**src/hw/rtl/chd_pkg.sv**
```systemverilog
// Shared types, constants and helpers for the canonical Huffman decoder.
// Used by chd_ctrl, chd_datapath and the top level; depends on nothing.
`default_nettype none

package chd_pkg;

  localparam int NUM_SYMBOLS = 31;
  localparam int NUM_LEVELS  = 16;
  localparam int SYM_W       = 5;
  localparam int LEN_W       = 4;
  localparam int POS_W       = 6;
  localparam int CHILD_W     = POS_W + 1;
  localparam int VALUE_W     = 30;
  localparam int ACC_W       = 29;
  localparam int LENS_LO_W   = 64;
  localparam int LENS_HI_W   = 60;
  localparam int LENS_W      = LENS_LO_W + LENS_HI_W;
  localparam int CFG_DATA_W  = 64;
  localparam int CFG_IDX_W   = 2;

  localparam logic [SYM_W-1:0] SYM_LAST   = SYM_W'(NUM_SYMBOLS - 1);
  localparam logic [SYM_W-1:0] LVL_SWEEP_LAST = SYM_W'(NUM_LEVELS - 1);
  localparam logic [LEN_W-1:0] LEVEL_LAST = LEN_W'(NUM_LEVELS - 1);

  // Configuration register indexes
  localparam logic [CFG_IDX_W-1:0] CFG_SYMBOL_COUNT = 2'd0;
  localparam logic [CFG_IDX_W-1:0] CFG_LENGTHS_LOW  = 2'd1;
  localparam logic [CFG_IDX_W-1:0] CFG_LENGTHS_HIGH = 2'd2;

  typedef enum logic [3:0] {
    S_CLEAR,
    S_COUNT,
    S_LEVEL,
    S_SORT,
    S_IDLE,
    S_STEP,
    S_LOOKUP,
    S_XBIT,
    S_EMIT
  } chd_state_t;

  // One row per tree level: leaf count of the level, and the leaf count,
  // node count and sorted-table start of the level below it.
  typedef struct packed {
    logic [SYM_W-1:0] lc;
    logic [SYM_W-1:0] lc_nx;
    logic [POS_W-1:0] size_nx;
    logic [SYM_W-1:0] start_nx;
  } chd_row_t;

  typedef struct packed {
    logic clear;
    logic count;
    logic level;
    logic sort;
    logic capture;
    logic step;
    logic lookup;
    logic xbit;
    logic emit;
  } chd_cmd_t;

  typedef struct packed {
    logic sym_end;
    logic lvl_end;
    logic phase;
    logic walk_err;
    logic walk_leaf;
    logic short_sym;
    logic xbit_last;
    logic out_free;
  } chd_status_t;

  function automatic logic [LEN_W-1:0] chd_sym_len(input logic [LENS_W-1:0] lens,
                                                   input logic [SYM_W-1:0] s);
    return lens[{s, 2'b00} +: LEN_W];
  endfunction

endpackage

`default_nettype wire

```
**src/hw/rtl/chd_ctrl.sv**
```systemverilog
// Sequencer for the canonical Huffman decoder: table build passes and bit walk.
// Depends on chd_pkg; drives chd_datapath through command and status structs.
`default_nettype none

module chd_ctrl (
  input  wire logic                 clk,
  input  wire logic                 rst_n,
  input  wire logic                 cfg_we,
  input  wire logic                 in_valid,
  output logic                      in_ready,
  input  chd_pkg::chd_status_t      st,
  output chd_pkg::chd_cmd_t         cmd
);
  import chd_pkg::*;

  chd_state_t state_r;
  chd_state_t state_nxt;

  always_ff @(posedge clk) begin
    if (!rst_n) begin
      state_r <= S_CLEAR;
    end else begin
      state_r <= state_nxt;
    end
  end

  always_comb begin
    state_nxt = state_r;
    cmd       = '0;
    in_ready  = 1'b0;
    case (state_r)
      S_CLEAR: begin
        cmd.clear = 1'b1;
        state_nxt = S_COUNT;
      end
      S_COUNT: begin
        cmd.count = 1'b1;
        if (st.sym_end) state_nxt = S_LEVEL;
      end
      S_LEVEL: begin
        cmd.level = 1'b1;
        if (st.lvl_end) state_nxt = S_SORT;
      end
      S_SORT: begin
        cmd.sort = 1'b1;
        if (st.sym_end) state_nxt = S_IDLE;
      end
      S_IDLE: begin
        in_ready = 1'b1;
        if (in_valid) begin
          cmd.capture = 1'b1;
          state_nxt   = st.phase ? S_XBIT : S_STEP;
        end
      end
      S_STEP: begin
        cmd.step = 1'b1;
        if (st.walk_err) begin
          state_nxt = S_EMIT;
        end else if (st.walk_leaf) begin
          state_nxt = S_LOOKUP;
        end else begin
          state_nxt = S_IDLE;
        end
      end
      S_LOOKUP: begin
        cmd.lookup = 1'b1;
        state_nxt  = st.short_sym ? S_EMIT : S_IDLE;
      end
      S_XBIT: begin
        cmd.xbit  = 1'b1;
        state_nxt = st.xbit_last ? S_EMIT : S_IDLE;
      end
      S_EMIT: begin
        cmd.emit = 1'b1;
        if (st.out_free) state_nxt = S_IDLE;
      end
      default: begin
        state_nxt = S_CLEAR;
      end
    endcase
    // Any register write rebuilds the tables; hold off the input word meanwhile
    if (cfg_we) begin
      state_nxt   = S_CLEAR;
      in_ready    = 1'b0;
      cmd.capture = 1'b0;
    end
  end

endmodule

`default_nettype wire

```
**src/hw/rtl/chd_datapath.sv**
```systemverilog
// Datapath of the canonical Huffman decoder: config registers, level table,
// sorted symbol table, walk state, extra-bit collector and output register.
// Depends on chd_pkg; commanded by chd_ctrl.
`default_nettype none

module chd_datapath (
  input  wire logic                            clk,
  input  wire logic                            rst_n,
  input  wire logic                            cfg_we,
  input  wire logic [chd_pkg::CFG_IDX_W-1:0]   cfg_index,
  input  wire logic [chd_pkg::CFG_DATA_W-1:0]  cfg_wdata,
  input  wire logic                            in_code_bit,
  input  wire logic                            out_ready,
  input  chd_pkg::chd_cmd_t                    cmd,
  output chd_pkg::chd_status_t                 st,
  output logic                                 out_valid,
  output logic [chd_pkg::VALUE_W-1:0]          out_decoded_value,
  output logic                                 out_decode_error
);
  import chd_pkg::*;

  // Configuration
  logic [SYM_W-1:0]     sym_count_r;
  logic [LENS_LO_W-1:0] len_lo_r;
  logic [LENS_HI_W-1:0] len_hi_r;
  logic [LENS_W-1:0]    lens;

  // Table build
  logic [SYM_W-1:0] sweep_r;
  logic [SYM_W-1:0] lc_r [NUM_LEVELS];
  logic [SYM_W-1:0] total_r;
  logic [SYM_W-1:0] suf_r;
  logic [SYM_W-1:0] lc_nx_r;
  logic [SYM_W-1:0] start_nx_r;
  logic [POS_W-1:0] size_nx_r;
  logic [POS_W-1:0] size0_r;

  logic [LEN_W-1:0] scan_len;
  logic             scan_used;
  logic [LEN_W-1:0] lvl_d;
  logic [LEN_W-1:0] lc_addr;
  logic [SYM_W-1:0] lc_sel;
  logic [SYM_W-1:0] suf_d;
  logic [POS_W-1:0] size_half;
  logic [POS_W-1:0] size_d;
  logic [SYM_W-1:0] start_d;

  // Memories
  chd_row_t         lvl_mem [NUM_LEVELS];
  chd_row_t         lvl_rd_r;
  logic [SYM_W-1:0] sym_mem [NUM_SYMBOLS];
  logic [SYM_W-1:0] sym_rd_r;

  // Walk state
  logic             bit_r;
  logic             phase_r;
  logic [LEN_W-1:0] lv_r;
  logic [POS_W-1:0] pos_r;
  logic [SYM_W-1:0] rem_r;
  logic [ACC_W-1:0] acc_r;
  logic [SYM_W-1:0] held_r;

  logic               malformed;
  logic               at_leaf;
  logic [POS_W-1:0]   idx;
  logic [CHILD_W-1:0] child;
  logic               miss;
  logic               leaf;
  logic               walk_err;
  logic [SYM_W-1:0]   sym_addr;
  logic [ACC_W-1:0]   acc_nxt;
  logic [SYM_W-1:0]   sh;
  logic [VALUE_W-1:0] lead_one;
  logic [VALUE_W-1:0] low_mask;
  logic [VALUE_W-1:0] xvalue;
  logic               out_free;
  logic               to_root;

  // Result and output registers
  logic [VALUE_W-1:0] res_value_r;
  logic               res_err_r;
  logic               out_valid_r;
  logic [VALUE_W-1:0] out_value_r;
  logic               out_err_r;

  assign lens = {len_hi_r, len_lo_r};

  always_ff @(posedge clk) begin
    if (!rst_n) begin
      sym_count_r <= '0;
      len_lo_r    <= '0;
      len_hi_r    <= '0;
    end else if (cfg_we) begin
      case (cfg_index)
        CFG_SYMBOL_COUNT: sym_count_r <= cfg_wdata[SYM_W-1:0];
        CFG_LENGTHS_LOW:  len_lo_r    <= cfg_wdata[LENS_LO_W-1:0];
        CFG_LENGTHS_HIGH: len_hi_r    <= cfg_wdata[LENS_HI_W-1:0];
        default: ;
      endcase
    end
  end

  // ---------------- table build ----------------
  always_comb begin
    scan_len  = chd_sym_len(lens, sweep_r);
    scan_used = (sweep_r < sym_count_r) && (scan_len != '0);
    lvl_d     = LEVEL_LAST - sweep_r[LEN_W-1:0];
    lc_addr   = cmd.level ? lvl_d : scan_len;
    lc_sel    = lc_r[lc_addr];
    suf_d     = suf_r + lc_sel;
    size_half = POS_W'((CHILD_W'(size_nx_r) + CHILD_W'(1)) >> 1);
    size_d    = POS_W'(lc_sel) + size_half;
    start_d   = total_r - suf_d;
  end

  always_ff @(posedge clk) begin
    if (cmd.clear) begin
      sweep_r    <= '0;
      total_r    <= '0;
      suf_r      <= '0;
      lc_nx_r    <= '0;
      start_nx_r <= '0;
      size_nx_r  <= '0;
      for (int i = 0; i < NUM_LEVELS; i++) begin
        lc_r[i] <= '0;
      end
    end else if (cmd.count || cmd.sort) begin
      sweep_r <= (sweep_r == SYM_LAST) ? '0 : sweep_r + SYM_W'(1);
      if (scan_used) begin
        lc_r[scan_len] <= lc_sel + SYM_W'(1);
        if (cmd.count) total_r <= total_r + SYM_W'(1);
      end
    end else if (cmd.level) begin
      sweep_r    <= (sweep_r == LVL_SWEEP_LAST) ? '0 : sweep_r + SYM_W'(1);
      // Counter turns into the placement pointer for the sort pass
      lc_r[lvl_d] <= start_d;
      suf_r      <= suf_d;
      lc_nx_r    <= lc_sel;
      start_nx_r <= start_d;
      size_nx_r  <= size_d;
      size0_r    <= size_d;
    end
  end

  always_ff @(posedge clk) begin
    if (cmd.level) begin
      lvl_mem[lvl_d] <= '{lc: lc_sel, lc_nx: lc_nx_r, size_nx: size_nx_r,
                          start_nx: start_nx_r};
    end
    lvl_rd_r <= lvl_mem[lv_r];
  end

  always_ff @(posedge clk) begin
    if (cmd.sort && scan_used) begin
      sym_mem[lc_sel] <= sweep_r;
    end
    if (cmd.step) begin
      sym_rd_r <= sym_mem[sym_addr];
    end
  end

  // ---------------- walk ----------------
  always_comb begin
    malformed = (size0_r != POS_W'(1));
    at_leaf   = pos_r < POS_W'(lvl_rd_r.lc);
    idx       = pos_r - POS_W'(lvl_rd_r.lc);
    child     = {idx, bit_r};
    miss      = child >= CHILD_W'(lvl_rd_r.size_nx);
    leaf      = child < CHILD_W'(lvl_rd_r.lc_nx);
    walk_err  = malformed || (lv_r == LEVEL_LAST) || at_leaf || miss;
    sym_addr  = lvl_rd_r.start_nx + child[SYM_W-1:0];
    acc_nxt   = {acc_r[ACC_W-2:0], bit_r};
    sh        = held_r - SYM_W'(1);
    lead_one  = VALUE_W'(1) << sh;
    low_mask  = lead_one - VALUE_W'(1);
    xvalue    = lead_one | (VALUE_W'(acc_nxt) & low_mask);
    out_free  = !out_valid_r || out_ready;
    to_root   = cfg_we || (cmd.emit && out_free);
  end

  always_ff @(posedge clk) begin
    if (cmd.capture) bit_r <= in_code_bit;
  end

  always_ff @(posedge clk) begin
    if (!rst_n || to_root) begin
      phase_r <= 1'b0;
      lv_r    <= '0;
      pos_r   <= '0;
      rem_r   <= '0;
      acc_r   <= '0;
      held_r  <= '0;
    end else if (cmd.step) begin
      if (!walk_err && !leaf) begin
        lv_r  <= lv_r + LEN_W'(1);
        pos_r <= child[POS_W-1:0];
      end
    end else if (cmd.lookup) begin
      if (sym_rd_r >= SYM_W'(2)) begin
        phase_r <= 1'b1;
        held_r  <= sym_rd_r;
        rem_r   <= sym_rd_r - SYM_W'(1);
        acc_r   <= '0;
        lv_r    <= '0;
        pos_r   <= '0;
      end
    end else if (cmd.xbit) begin
      acc_r <= acc_nxt;
      rem_r <= rem_r - SYM_W'(1);
    end
  end

  always_ff @(posedge clk) begin
    if (cmd.step && walk_err) begin
      res_value_r <= '0;
      res_err_r   <= 1'b1;
    end else if (cmd.lookup) begin
      res_value_r <= VALUE_W'(sym_rd_r);
      res_err_r   <= 1'b0;
    end else if (cmd.xbit) begin
      res_value_r <= xvalue;
      res_err_r   <= 1'b0;
    end
  end

  always_ff @(posedge clk) begin
    if (!rst_n) begin
      out_valid_r <= 1'b0;
    end else if (cmd.emit && out_free) begin
      out_valid_r <= 1'b1;
    end else if (out_ready) begin
      out_valid_r <= 1'b0;
    end
  end

  always_ff @(posedge clk) begin
    if (cmd.emit && out_free) begin
      out_value_r <= res_value_r;
      out_err_r   <= res_err_r;
    end
  end

  always_comb begin
    st.sym_end   = (sweep_r == SYM_LAST);
    st.lvl_end   = (sweep_r == LVL_SWEEP_LAST);
    st.phase     = phase_r;
    st.walk_err  = walk_err;
    st.walk_leaf = leaf;
    st.short_sym = sym_rd_r < SYM_W'(2);
    st.xbit_last = (rem_r == SYM_W'(1));
    st.out_free  = out_free;
  end

  assign out_valid         = out_valid_r;
  assign out_decoded_value = out_value_r;
  assign out_decode_error  = out_err_r;

  // The count runs out on the last extra bit; the emit step follows with it at zero
  a_phase_held: assert property (@(posedge clk) disable iff (!rst_n)
    (phase_r && !cmd.emit) |-> (held_r >= SYM_W'(2)) && (rem_r != '0))
    else $error("extra-bit phase with bad symbol or count");

  a_err_zero: assert property (@(posedge clk) disable iff (!rst_n)
    (out_valid_r && out_err_r) |-> (out_value_r == '0))
    else $error("error result with nonzero value");

  a_emit_loads: assert property (@(posedge clk) disable iff (!rst_n)
    (cmd.emit && out_free && !cfg_we) |=> out_valid_r)
    else $error("emitted result not held in output register");

  a_level_bound: assert property (@(posedge clk) disable iff (!rst_n)
    !phase_r |-> (lv_r != LEVEL_LAST))
    else $error("walk reached a level with no children");

endmodule

`default_nettype wire

```
**src/hw/rtl/canonical_huffman_decoder_extra_bits.sv**
```systemverilog
// Top level of the canonical Huffman decoder with extra-bit suffix.
// Depends on chd_pkg, chd_ctrl and chd_datapath.
//
//   channel | direction | handshake          | payload
//   --------+-----------+--------------------+----------------------------------------
//   in      | input     | in_valid/in_ready  | in_code_bit
//   out     | output    | out_valid/out_ready| out_decoded_value, out_decode_error
//   cfg     | input     | cfg_we             | cfg_index, cfg_wdata
//
// Steps: a code bit that moves to an internal node takes a level-table read, then a
//   step. A bit that lands on a leaf also takes a symbol-table lookup, plus an emit for
//   symbols 0 and 1. Each extra bit is captured, then collected; the last one adds the emit.
// Table build: after reset and after every register write the block runs a clear step
//   and the count, level and sort passes with in_ready low.
// Stalls: the result sits in an output register; the walk holds in the emit
//   step only while that register is full and out_ready is low.
// Reset: synchronous, active low; the walk restarts at the root.
`default_nettype none

module canonical_huffman_decoder_extra_bits (
  input  wire logic                           clk,
  input  wire logic                           rst_n,
  input  wire logic                           cfg_we,
  input  wire logic [chd_pkg::CFG_IDX_W-1:0]  cfg_index,
  input  wire logic [chd_pkg::CFG_DATA_W-1:0] cfg_wdata,
  input  wire logic                           in_valid,
  output logic                                in_ready,
  input  wire logic                           in_code_bit,
  output logic                                out_valid,
  input  wire logic                           out_ready,
  output logic [chd_pkg::VALUE_W-1:0]         out_decoded_value,
  output logic                                out_decode_error
);
  import chd_pkg::*;

  chd_cmd_t    cmd;
  chd_status_t st;

  // Sequencer: build passes, then one word at a time through the walk
  chd_ctrl u_ctrl (
    .clk      (clk),
    .rst_n    (rst_n),
    .cfg_we   (cfg_we),
    .in_valid (in_valid),
    .in_ready (in_ready),
    .st       (st),
    .cmd      (cmd)
  );

  // Tables, walk registers and the output register
  chd_datapath u_dp (
    .clk               (clk),
    .rst_n             (rst_n),
    .cfg_we            (cfg_we),
    .cfg_index         (cfg_index),
    .cfg_wdata         (cfg_wdata),
    .in_code_bit       (in_code_bit),
    .out_ready         (out_ready),
    .cmd               (cmd),
    .st                (st),
    .out_valid         (out_valid),
    .out_decoded_value (out_decoded_value),
    .out_decode_error  (out_decode_error)
  );

endmodule

`default_nettype wire

```
**config.mk**
```make
export PLATFORM = sky130hd
export DESIGN_NAME = canonical_huffman_decoder_extra_bits
export DESIGN_NICKNAME = d
export VERILOG_FILES = /design/src/hw/rtl/chd_pkg.sv /design/src/hw/rtl/chd_ctrl.sv /design/src/hw/rtl/chd_datapath.sv /design/src/hw/rtl/canonical_huffman_decoder_extra_bits.sv
export SDC_FILE = /design/constraint.sdc
export NUM_CORES = 1
export LEC_CHECK = 0
export BUFFER_PORTS_ARGS = -buffer_cell sky130_fd_sc_hd__buf_2
export CAP_MARGIN = 20
export CORE_MARGIN = 4
export CORE_UTILIZATION = 40
export CTS_CLUSTER_DIAMETER = 100
export CTS_CLUSTER_SIZE = 16
export DETAILED_ROUTE_END_ITERATION = 10
export PLACE_DENSITY_LB_ADDON = 0.25
export SETUP_SLACK_MARGIN = 0.05
export SLEW_MARGIN = 30
export SYNTH_ARGS = -nofsm -noshare
export SYNTH_HDL_FRONTEND = slang
export SYNTH_SLANG_ARGS = --single-unit
```
**constraint.sdc**
```tcl
create_clock -name clk -period 14.2 [get_ports clk]
set_input_delay 0.71 -clock clk [delete_from_list [all_inputs] [get_ports clk]]
set_output_delay 0.71 -clock clk [all_outputs]
set_load 0.01 [all_outputs]
```
# == Yosys cells after proc, flatten, opt, wreduce, memory -nomap -nowiden ==
# Memories as Yosys holds them, arrays and structs flattened. A register that Yosys moved wholly into a read port is not among the register bits.
# Index checks and enable logic that the tools add are counted.
# op_classes
shifts,2
n_eq_ne,22
n_mux,68
bitwise,6
magnitude_cmp,6
n_addsub,15
n_reduce_logical,38
# op_table
cell,count
$shiftx A124 B8 Y4,1
$mux W28,3
$mux W4,15
$mux W5,11
$pmux W4 S9,1
$mux W1,32
$and A29 B30 Y30,1
$or A30 B30 Y30,1
$shl A1 B5 Y30 const A,1
$sub A30 B1 Y30 const B,1
$mux W6,4
$eq A4 B3 Y1 const B,4
$add A5 B1 Y5 const B,3
$reduce_and A3 Y1,5
$sub A5 B1 Y5 const B,3
$add A5 B5 Y5,2
$ne A2 B2 Y1 const B,5
$reduce_bool A2 Y1,5
$reduce_or A5 Y1,2
$eq A4 B2 Y1 const B,2
$eq A4 B4 Y1 const B,2
$reduce_and A2 Y1,4
$add A6 B1 Y7 const B,1
$ge A7 B6 Y1,1
28 further kinds,47
# word_totals
ram_bits,571
wordCells,184
out_inout_bits,33
memories,3
register_bits,283
in_bits,72
# mem_list
name,words,width,rd,rd_ports_with_merged_regs,write_ports,line,text
u_dp.lvl_mem,16,21,1,1,1,chd_datapath.sv:49,chd_row_t lvl_mem [NUM_LEVELS];
u_dp.sym_mem,31,5,1,1,1,chd_datapath.sv:51,logic [SYM_W-1:0] sym_mem [NUM_SYMBOLS];
u_dp.lc_r,16,5,1,0,16,chd_datapath.sv:30,logic [SYM_W-1:0] lc_r [NUM_LEVELS];

# == Logic depth before layout (Yosys ltp) ==
# Gate-level depths: netlist (run 1).
# logic_depth
depth_word,10
ltp_mapped,26
ltp_nobuf,21

# == Hierarchy ==
# Synthesis (run 1) repeated with hierarchy kept, for this count alone.
# unflattened
cells_unflattened,2758
area_unflattened_um2,37438.4
# modules_own_cells
mod,seq_area_each_um2,cells_each,area_each_um2,n_inst
chd_datapath,23682.7,2697,36980.5,1
chd_ctrl,80.1,61,457.9,1

# == Worst setup path after synthesis (run 1) ==
# Ideal clock, no wire load.
# synth_timing
path_kind,flip-flop to flip-flop
start,reg u_dp.sweep_r[0]
end,"mem u_dp.lc_r[10][4], data pin"
synth_period_minus_slack_ps,6310
arrival_ps,6051
stages_incl_launch_ff,23
slack_ps,7890
n_path_buf,3
path_cell_list,dfxtp_1 -> buf_4 -> mux4_2 -> mux4_2 -> nor2_2 -> o31ai_4 -> buf_6 -> mux2i_1 -> mux4_1 -> mux2i_4 -> ha_1 -> inv_1 -> fa_1 -> xor2_1 -> ha_1 -> a21o_1 -> a21oi_1 -> xor2_1 -> xnor2_1 -> o32ai_2 -> xnor2_1 -> buf_6 -> nor2_1
# synth_rtl
element,line,text
from (decl),chd_datapath.sv:29,logic [SYM_W-1:0] sweep_r;
from (signal assigned),chd_datapath.sv:128,sweep_r <= (sweep_r == SYM_LAST) ? '0 : sweep_r + SYM_W'(1);
from (signal assigned),chd_datapath.sv:134,sweep_r <= (sweep_r == LVL_SWEEP_LAST) ? '0 : sweep_r + SYM_W'(1);
to (decl),chd_datapath.sv:30,

==> flow_summary.yaml, run 1 <==
outcome:
  run_status: "complete, no violations"
sta:
  fmax_ghz: 0.133
  timing.slew.headroom_pct: 35.1
  timing.final.crit_period_ns: 7.50
  setup_tns_ns: 0
  setup_viol: 0
  finalHoldViolCount: 0
  rsz0062_at_grt: "false"
  fin_crit_share_pct: 52.8
  worst_clock_skew_ns: 0.0428
  worstMarginPinSlew_ns: 0.973
  final-max-slew-violation-count: 0
cts:
  cts_repair_resize_count: 0
  buffer_count_from_post_cts_setup_fixing: 0
  clock_pin_slew_on_the_worst_setup_and_hold_paths_ns: 0.08
  insertion_delay_to_the_later_sink_of_the_worst_skew_pair_ns: 0.65
  hold_buf_count_cts: 0
  clock_tree.buffer_depth: 3
  cts_buffers: 66
  cts.sink_count: 880
  cts_max_level: 3
  tritoncts: "yes"
  clockRootBuffer: "sky130_fd_sc_hd__clkbuf_16"
logic_synthesis:
  synth_largest_type_area_fraction_pct: 49.2
  synth_cell_types: 90
  ys_top_cells_by_area: "sky130_fd_sc_hd__edfxtp_1, sky130_fd_sc_hd__dfxtp_1, sky130_fd_sc_hd__mux4_2"
  postSynthRegisterBits: 880
  primary_ff_master_synth: "sky130_fd_sc_hd__edfxtp_1"
  synthesis.area_sq_mm: 0.0375
  syn_nets: 2866
  async_reset_ff_share_pct: 0
  syn-mean-instance-area_sq_um: 13.7
  netlist_instances: 2733
  synth_warnings: 0
  synth_top_cell_by_area: "sky130_fd_sc_hd__edfxtp_1"
  synth_seq_area_share_pct: 63.4
  number_of_synthesized_flops_with_an_enable_pin: 614
route:
  wl_per_cell_um: 23.1
  drc: 0
  drt_pre_antenna_iters: 5
  detailed_route_via_count: 22680
  routed_wirelength_mm: 94.5
  viasPerCell: 5.55
  detail-route-antenna-nets: 0
  detailedRoute.firstIterationViolations: 1783
run:
  timing.max_cap.violations: 0
global_route:
  grt_max_degree: 117
  grt_first_pass_wirelength_mm: 143
  grt_usage_pct: 19.0
  antenna_found_initial: 1
  grt_ovf: 0
  grt_pass1_vias: 22874
floorplan:
  top_level_ports: 105
  start_util_pct: 40.6
  die_h_um: 314
  rows: 111
  design.core.area_sq_mm: 0.0924
  floorplan.die_area_sq_mm: 0.0986
  dieWidth_um: 314
cells_and_area:
  final_design_area_no_fill_sq_mm: 0.0414
  post_layout_nonfiller_instances: 4085
  nNetsFinal: 2926
  final_layout_fill_cell_count: 8146
  drive_gt1_share_pct: 18.0
  layout_commonest_cell: "sky130_fd_sc_hd__edfxtp_1"
  most-common-layout-cells: "sky130_fd_sc_hd__edfxtp_1, sky130_fd_sc_hd__nand2_1, sky130_fd_sc_hd__dfxtp_1"
  areaGrowthSynthToFinish_pct: 10.4
placed_design:
  place_area_sq_mm: 0.0394
  numPlacedInstances: 3967
  routabilityCongestion: 0.858
  port-buffer-count: 104
  detailedPlacementHpwl_mm: 61.8
worst_setup_path:
  path_max_fanout: 45
  worst_ep_required_time_ns: 14.57
  startpoint_class_of_the_critical_path: "register"
  critical_path_class: "register to register"
  worstPathArrival_ns: 7.86
  critPathCaptureType: "register"
  reg2reg_setup_slack_ns: 6.70
hold_path:
  timing.hold.worst.class: "input port to register"
power:
  p_leak_uw: 0.0134
  total_power_uw: 5010
  p_per_area_mw_per_mm2: 121
  vdd_ir_drop_max_mv: 0.0724
## where the power goes
group / internal (uW) / leakage (uW) / switching (uW) / total [uW]
clock network: 898 / 0.000936 / 907 / 1800
logic: 123 / 0.00456 / 248 / 371
registers: 2790 / 0.00792 / 38.4 / 2830
total: 3810 / 0.0134 / 1190 / 5010
## Yosys cell counts, types with 4 or more instances
| cell type | n |
|---|---|
| sky130_fd_sc_hd__a21boi_0 | 130 |
| sky130_fd_sc_hd__and3_1 | 6 |
| sky130_fd_sc_hd__nor3_1 | 51 |
| sky130_fd_sc_hd__nor2_2 | 4 |
| sky130_fd_sc_hd__nand3b_1 | 4 |
| sky130_fd_sc_hd__nand4_1 | 5 |
| sky130_fd_sc_hd__xor2_1 | 15 |
| sky130_fd_sc_hd__a22o_1 | 7 |
| sky130_fd_sc_hd__nand2_1 | 394 |
| sky130_fd_sc_hd__a211oi_1 | 19 |
| sky130_fd_sc_hd__mux4_2 | 168 |
| sky130_fd_sc_hd__and2_1 | 31 |
| sky130_fd_sc_hd__edfxtp_1 | 614 |
| sky130_fd_sc_hd__xnor2_1 | 22 |
| sky130_fd_sc_hd__o22ai_1 | 19 |
| sky130_fd_sc_hd__a21o_1 | 15 |
| sky130_fd_sc_hd__or2_2 | 11 |
| sky130_fd_sc_hd__o21ai_1 | 6 |
| sky130_fd_sc_hd__buf_1 | 13 |
| sky130_fd_sc_hd__or4_1 | 4 |
| sky130_fd_sc_hd__mux2i_1 | 65 |
| sky130_fd_sc_hd__o221ai_1 | 5 |
| sky130_fd_sc_hd__dfxtp_1 | 266 |
| sky130_fd_sc_hd__a2111oi_0 | 4 |
| sky130_fd_sc_hd__a21oi_1 | 58 |
| sky130_fd_sc_hd__o21ai_0 | 54 |
| sky130_fd_sc_hd__nand2b_1 | 15 |
| sky130_fd_sc_hd__nor4_1 | 9 |
| sky130_fd_sc_hd__buf_2 | 10 |
| sky130_fd_sc_hd__ha_1 | 56 |
| sky130_fd_sc_hd__a221oi_1 | 7 |
| sky130_fd_sc_hd__nor2_1 | 206 |
| sky130_fd_sc_hd__buf_6 | 9 |
| sky130_fd_sc_hd__nor3b_1 | 7 |
| sky130_fd_sc_hd__fa_1 | 5 |
| sky130_fd_sc_hd__a31oi_1 | 11 |
| sky130_fd_sc_hd__o31ai_1 | 8 |
| sky130_fd_sc_hd__nand3_1 | 41 |
| sky130_fd_sc_hd__o211ai_1 | 9 |
| sky130_fd_sc_hd__mux2_2 | 25 |
| sky130_fd_sc_hd__nor3_2 | 10 |
| sky130_fd_sc_hd__nor2b_1 | 26 |
| sky130_fd_sc_hd__clkbuf_1 | 124 |
| sky130_fd_sc_hd__a22oi_1 | 42 |
| sky130_fd_sc_hd__inv_1 | 51 |
## metal layers
metal | global-route usage, % | share of wire [%]
met1 | 25.3 | 42
met2 | 32.9 | 50
met3 | 2.67 | 5.3
met4 | 4.95 | 2.4
met5 | 0 | 0
## path summary, 6_finish.rpt
check	start	to	depth (start not counted)
max	u_dp.sweep_r[0]	u_dp.lc_r[13][4]	23
min	in_code_bit	u_dp.bit_r	1
max reg2reg	u_dp.sweep_r[0]	u_dp.lc_r[13][4]	23
min reg2reg	u_dp.res_value_r[8]	u_dp.out_decoded_value[8]	0
## through the flow
stage	util (%)	worst slack [ns]	hold WS (ns)
after floorplan	-	7.89	0.403
after global placement	42.6	6.81	0.416
after detailed placement	42.6	6.72	0.413
after CTS	44.8	6.69	0.231
after global routing	44.8	6.09	0.233
final	44.8	6.70	0.264
## state kept, by name, indices dropped and copies added, names as in the netlist, 4 cells and up
name                    count
u_dp.lvl_mem              336
u_dp.sym_mem              155
u_dp.lc_r                  80
u_dp.len_lo_r              64
u_dp.len_hi_r              60
u_dp.out_decoded_value     30
u_dp.res_value_r           30
u_dp.acc_r                 28
u_dp.lvl_rd_r              21
u_dp.pos_r                  6
u_dp.size0_r                6
u_dp.size_nx_r              6
u_dp.held_r                 5
u_dp.lc_nx_r                5
u_dp.rem_r                  5
u_dp.start_nx_r             5
u_dp.suf_r                  5
u_dp.sweep_r                5
u_dp.sym_count_r            5
u_dp.sym_rd_r               5
u_dp.total_r                5
u_ctrl.state_r              4
u_dp.lv_r                   4
## layout make-up
cell class / count / area (sq um) / area share, %
Multi-Input combinational cell: 1637 / 12900 / 31.3
Sequential cell: 880 / 23800 / 57.5
Clock buffer: 107 / 1820 / 4.39
Antenna cell: 1 / 2.50 / 0.00605
Timing Repair Buffer: 154 / 918 / 2.22
Clock inverter: 9 / 153 / 0.369
Inverter: 54 / 203 / 0.490
Tap cell: 1243 / 1560 / 3.76
## critical path, cell delays in order, from the launching register on
cell	delay [ns]
sky130_fd_sc_hd__dfxtp_4	0.66
sky130_fd_sc_hd__buf_4	0.51
sky130_fd_sc_hd__inv_1	0.44
sky130_fd_sc_hd__mux4_2	0.47
sky130_fd_sc_hd__o22ai_2	0.10
sky130_fd_sc_hd__o31ai_4	0.21
sky130_fd_sc_hd__buf_4	0.45
sky130_fd_sc_hd__mux4_1	0.62
sky130_fd_sc_hd__nand2_1	0.08
sky130_fd_sc_hd__o21ai_0	0.08
sky130_fd_sc_hd__o21ai_1	0.58
sky130_fd_sc_hd__inv_1	0.51
sky130_fd_sc_hd__ha_1	0.41
sky130_fd_sc_hd__a21o_1	0.17
sky130_fd_sc_hd__a21oi_1	0.17
sky130_fd_sc_hd__xor2_1	0.21
sky130_fd_sc_hd__ha_1	0.28
sky130_fd_sc_hd__a21oi_1	0.17
sky130_fd_sc_hd__xor2_1	0.19
sky130_fd_sc_hd__xnor2_1	0.21
sky130_fd_sc_hd__o32ai_2	0.15
sky130_fd_sc_hd__xnor2_1	0.17
sky130_fd_sc_hd__buf_4	0.26
sky130_fd_sc_hd__nor2_1	0.06
## cell families after synthesis
kind of cell,synth area share [%]
flip-flops,63.4
AND/OR/NAND/NOR,10.1
AO/OA/AOI/OAI,8.15
multiplexers,12.8
buffers and inverters,2.52
adder cells (fa/ha/maj),2.14
XOR/XNOR,0.865
Note: power is estimated with default switching activity, not from simulation.
==> run 2, diff against run 1 <==
==> constraint.sdc (replaced) <==
create_clock -name clk -period 7.55 [get_ports clk]
set_input_delay 0.3775 -clock clk [delete_from_list [all_inputs] [get_ports clk]]
set_output_delay 0.3775 -clock clk [all_outputs]
set_load 0.01 [all_outputs]
==> flow_summary.yaml, run 2 (synthesized netlist as in run 1, its figures left out) <==
route:
  wl_per_cell_um: 23.0
  routed_wirelength_mm: 95.1
  detailed_route_via_count: 22992
  detailedRoute.firstIterationViolations: 2060
  drt_pre_antenna_iters: 5
  detail-route-antenna-nets: 0
  drc: 0
  viasPerCell: 5.56
cells_and_area:
  insertedDiodeCount: 0
  nNetsFinal: 2977
  final_design_area_no_fill_sq_mm: 0.0418
  top_register: "u_dp.lvl_mem"
  layout_commonest_cell: "sky130_fd_sc_hd__edfxtp_1"
  areaGrowthSynthToFinish_pct: 11.7
  regs_by_ff_count: "u_dp.lvl_mem (336), u_dp.sym_mem (155), u_dp.lc_r (80)"
  flip_flop_count_of_the_largest_register_all_copies_and_words_added: 336
  most-common-layout-cells: "sky130_fd_sc_hd__edfxtp_1, sky130_fd_sc_hd__nand2_1, sky130_fd_sc_hd__dfxtp_1"
  multi_input_area_sq_mm: 0.0129
  drive_gt1_share_pct: 18.0
  final_layout_fill_cell_count: 8194
  register_area_sq_mm: 0.0238
cts:
  clock_tree.buffer_depth: 3
  tritoncts: "yes"
  cts.sink_count: 880
  clock_pin_slew_on_the_worst_setup_and_hold_paths_ns: 0.07
  cts_buffers: 66
  clockRootBuffer: "sky130_fd_sc_hd__clkbuf_16"
  insertion_delay_to_the_later_sink_of_the_worst_skew_pair_ns: 0.63
  cts_max_level: 3
  cts_repair_resize_count: 0
floorplan:
  top_level_ports: 105
  rows: 111
  dieWidth_um: 314
  design.core.area_sq_mm: 0.0924
  die_h_um: 314
  start_util_pct: 40.6
  floorplan.die_area_sq_mm: 0.0986
sta:
  setup_tns_ns: 0
  timing.slew.headroom_pct: 35.6
  setup_viol: 0
  timing.final.crit_period_ns: 6.74
  timing.hold.ws_ns: 0.0384
  fin_crit_share_pct: 89.3
  final-max-slew-violation-count: 0
  worst_clock_skew_ns: 0.0389
  finalHoldViolCount: 0
  worstMarginPinSlew_ns: 0.964
  rsz0062_at_grt: "false"
  fmax_ghz: 0.148
outcome:
  run_status: "complete, no violations"
global_route:
  grt_usage_pct: 19.1
  grt_ovf: 0
  grt_max_degree: 110
  grt_pass1_vias: 22882
  grt_first_pass_wirelength_mm: 144
  antenna_found_initial: 2
worst_setup_path:
  startpoint_class_of_the_critical_path: "register"
  worstPathArrival_ns: 7.08
  worst_ep_required_time_ns: 7.89
  critPathCaptureType: "register"
  critical_path_class: "register to register"
  path_max_fanout: 41
power:
  vdd_ir_drop_max_mv: 0.152
  p_leak_uw: 0.0137
  p_per_area_mw_per_mm2: 225
placed_design:
  routabilityCongestion: 0.888
  place_area_sq_mm: 0.0394
  port-buffer-count: 104
  detailedPlacementHpwl_mm: 61.6
run:
  timing.max_cap.violations: 0
hold_path:
  timing.hold.worst.class: "input port to register"
[run 2: per-stage QoR]
stage / setup WS, ns / total power [uW] / cells / utilization [%]
floorplan: 1.24 / 5870 / 2733 / -
global placement: 0.960 / 6110 / 3978 / 42.6
detailed placement: 0.791 / 6130 / 3979 / 42.7
CTS: 0.699 / 9520 / 4137 / 45.3
global route: 0.333 / 9800 / 4138 / 45.3
finish: 0.809 / 9420 / 4138 / 45.3
[run 2: per-layer routing]
metal | vias to the layer above | part of all wire, % | global-route usage, %
li1 | 10450 | - | -
met1 | 11628 | 42 | 25.8
met2 | 754 | 49 | 32.1
met3 | 160 | 5.9 | 3.13
met4 | 0 | 3.0 | 5.69
met5 | - | 0 | 0
[run 2: area by class of cell]
cell class	instances	share of cell area, %
Sequential cell	880	56.8
Multi-Input combinational cell	1637	30.9
Clock buffer	110	4.44
Tap cell	1243	3.72
Timing Repair Buffer	205	3.37
Inverter	54	0.484
Clock inverter	9	0.257
[run 2: report_power, final]
group	internal [uW]	leakage (uW)	switching, uW
logic	249	0.00479	471
clock network	1710	0.000939	1670
registers	5250	0.00792	70.2
[run 2: final timing paths]
kind / from / end / slack, ns / cells after the start
hold / removal: cfg_wdata[57] / u_dp.len_lo_r[57] / 0.04 / 3
setup / recovery: u_dp.sweep_r[0] / u_dp.lc_r[10][4] / 0.81 / 22
hold reg to reg: u_dp.res_value_r[25] / u_dp.out_decoded_value[25] / 0.43 / 0
setup reg to reg: u_dp.sweep_r[0] / u_dp.lc_r[10][4] / 0.81 / 22
[run 2: repair_timing]
item	CTS	global route
hold endpoints to repair	64	0
buffers inserted	0	0
hold buffers	39	0
[run 2: worst max-delay path, cell delays in order (launching register included)]
cell	delay [ns]
sky130_fd_sc_hd__dfxtp_4	0.70
sky130_fd_sc_hd__inv_1	0.47
sky130_fd_sc_hd__mux4_2	0.47
sky130_fd_sc_hd__o22ai_2	0.10
sky130_fd_sc_hd__o31ai_4	0.24
sky130_fd_sc_hd__buf_4	0.47
sky130_fd_sc_hd__mux4_1	0.63
sky130_fd_sc_hd__nand2_1	0.08
sky130_fd_sc_hd__o21ai_0	0.09
sky130_fd_sc_hd__o21ai_1	0.64
sky130_fd_sc_hd__inv_1	0.15
sky130_fd_sc_hd__ha_1	0.32
sky130_fd_sc_hd__a21o_1	0.16
sky130_fd_sc_hd__a21oi_1	0.17
sky130_fd_sc_hd__xor2_1	0.20
sky130_fd_sc_hd__ha_1	0.28
sky130_fd_sc_hd__a21oi_1	0.16
sky130_fd_sc_hd__xor2_1	0.20
sky130_fd_sc_hd__xnor2_1	0.22
sky130_fd_sc_hd__o32ai_2	0.15
sky130_fd_sc_hd__xnor2_1	0.17
sky130_fd_sc_hd__buf_4	0.26
sky130_fd_sc_hd__nor2_1	0.07
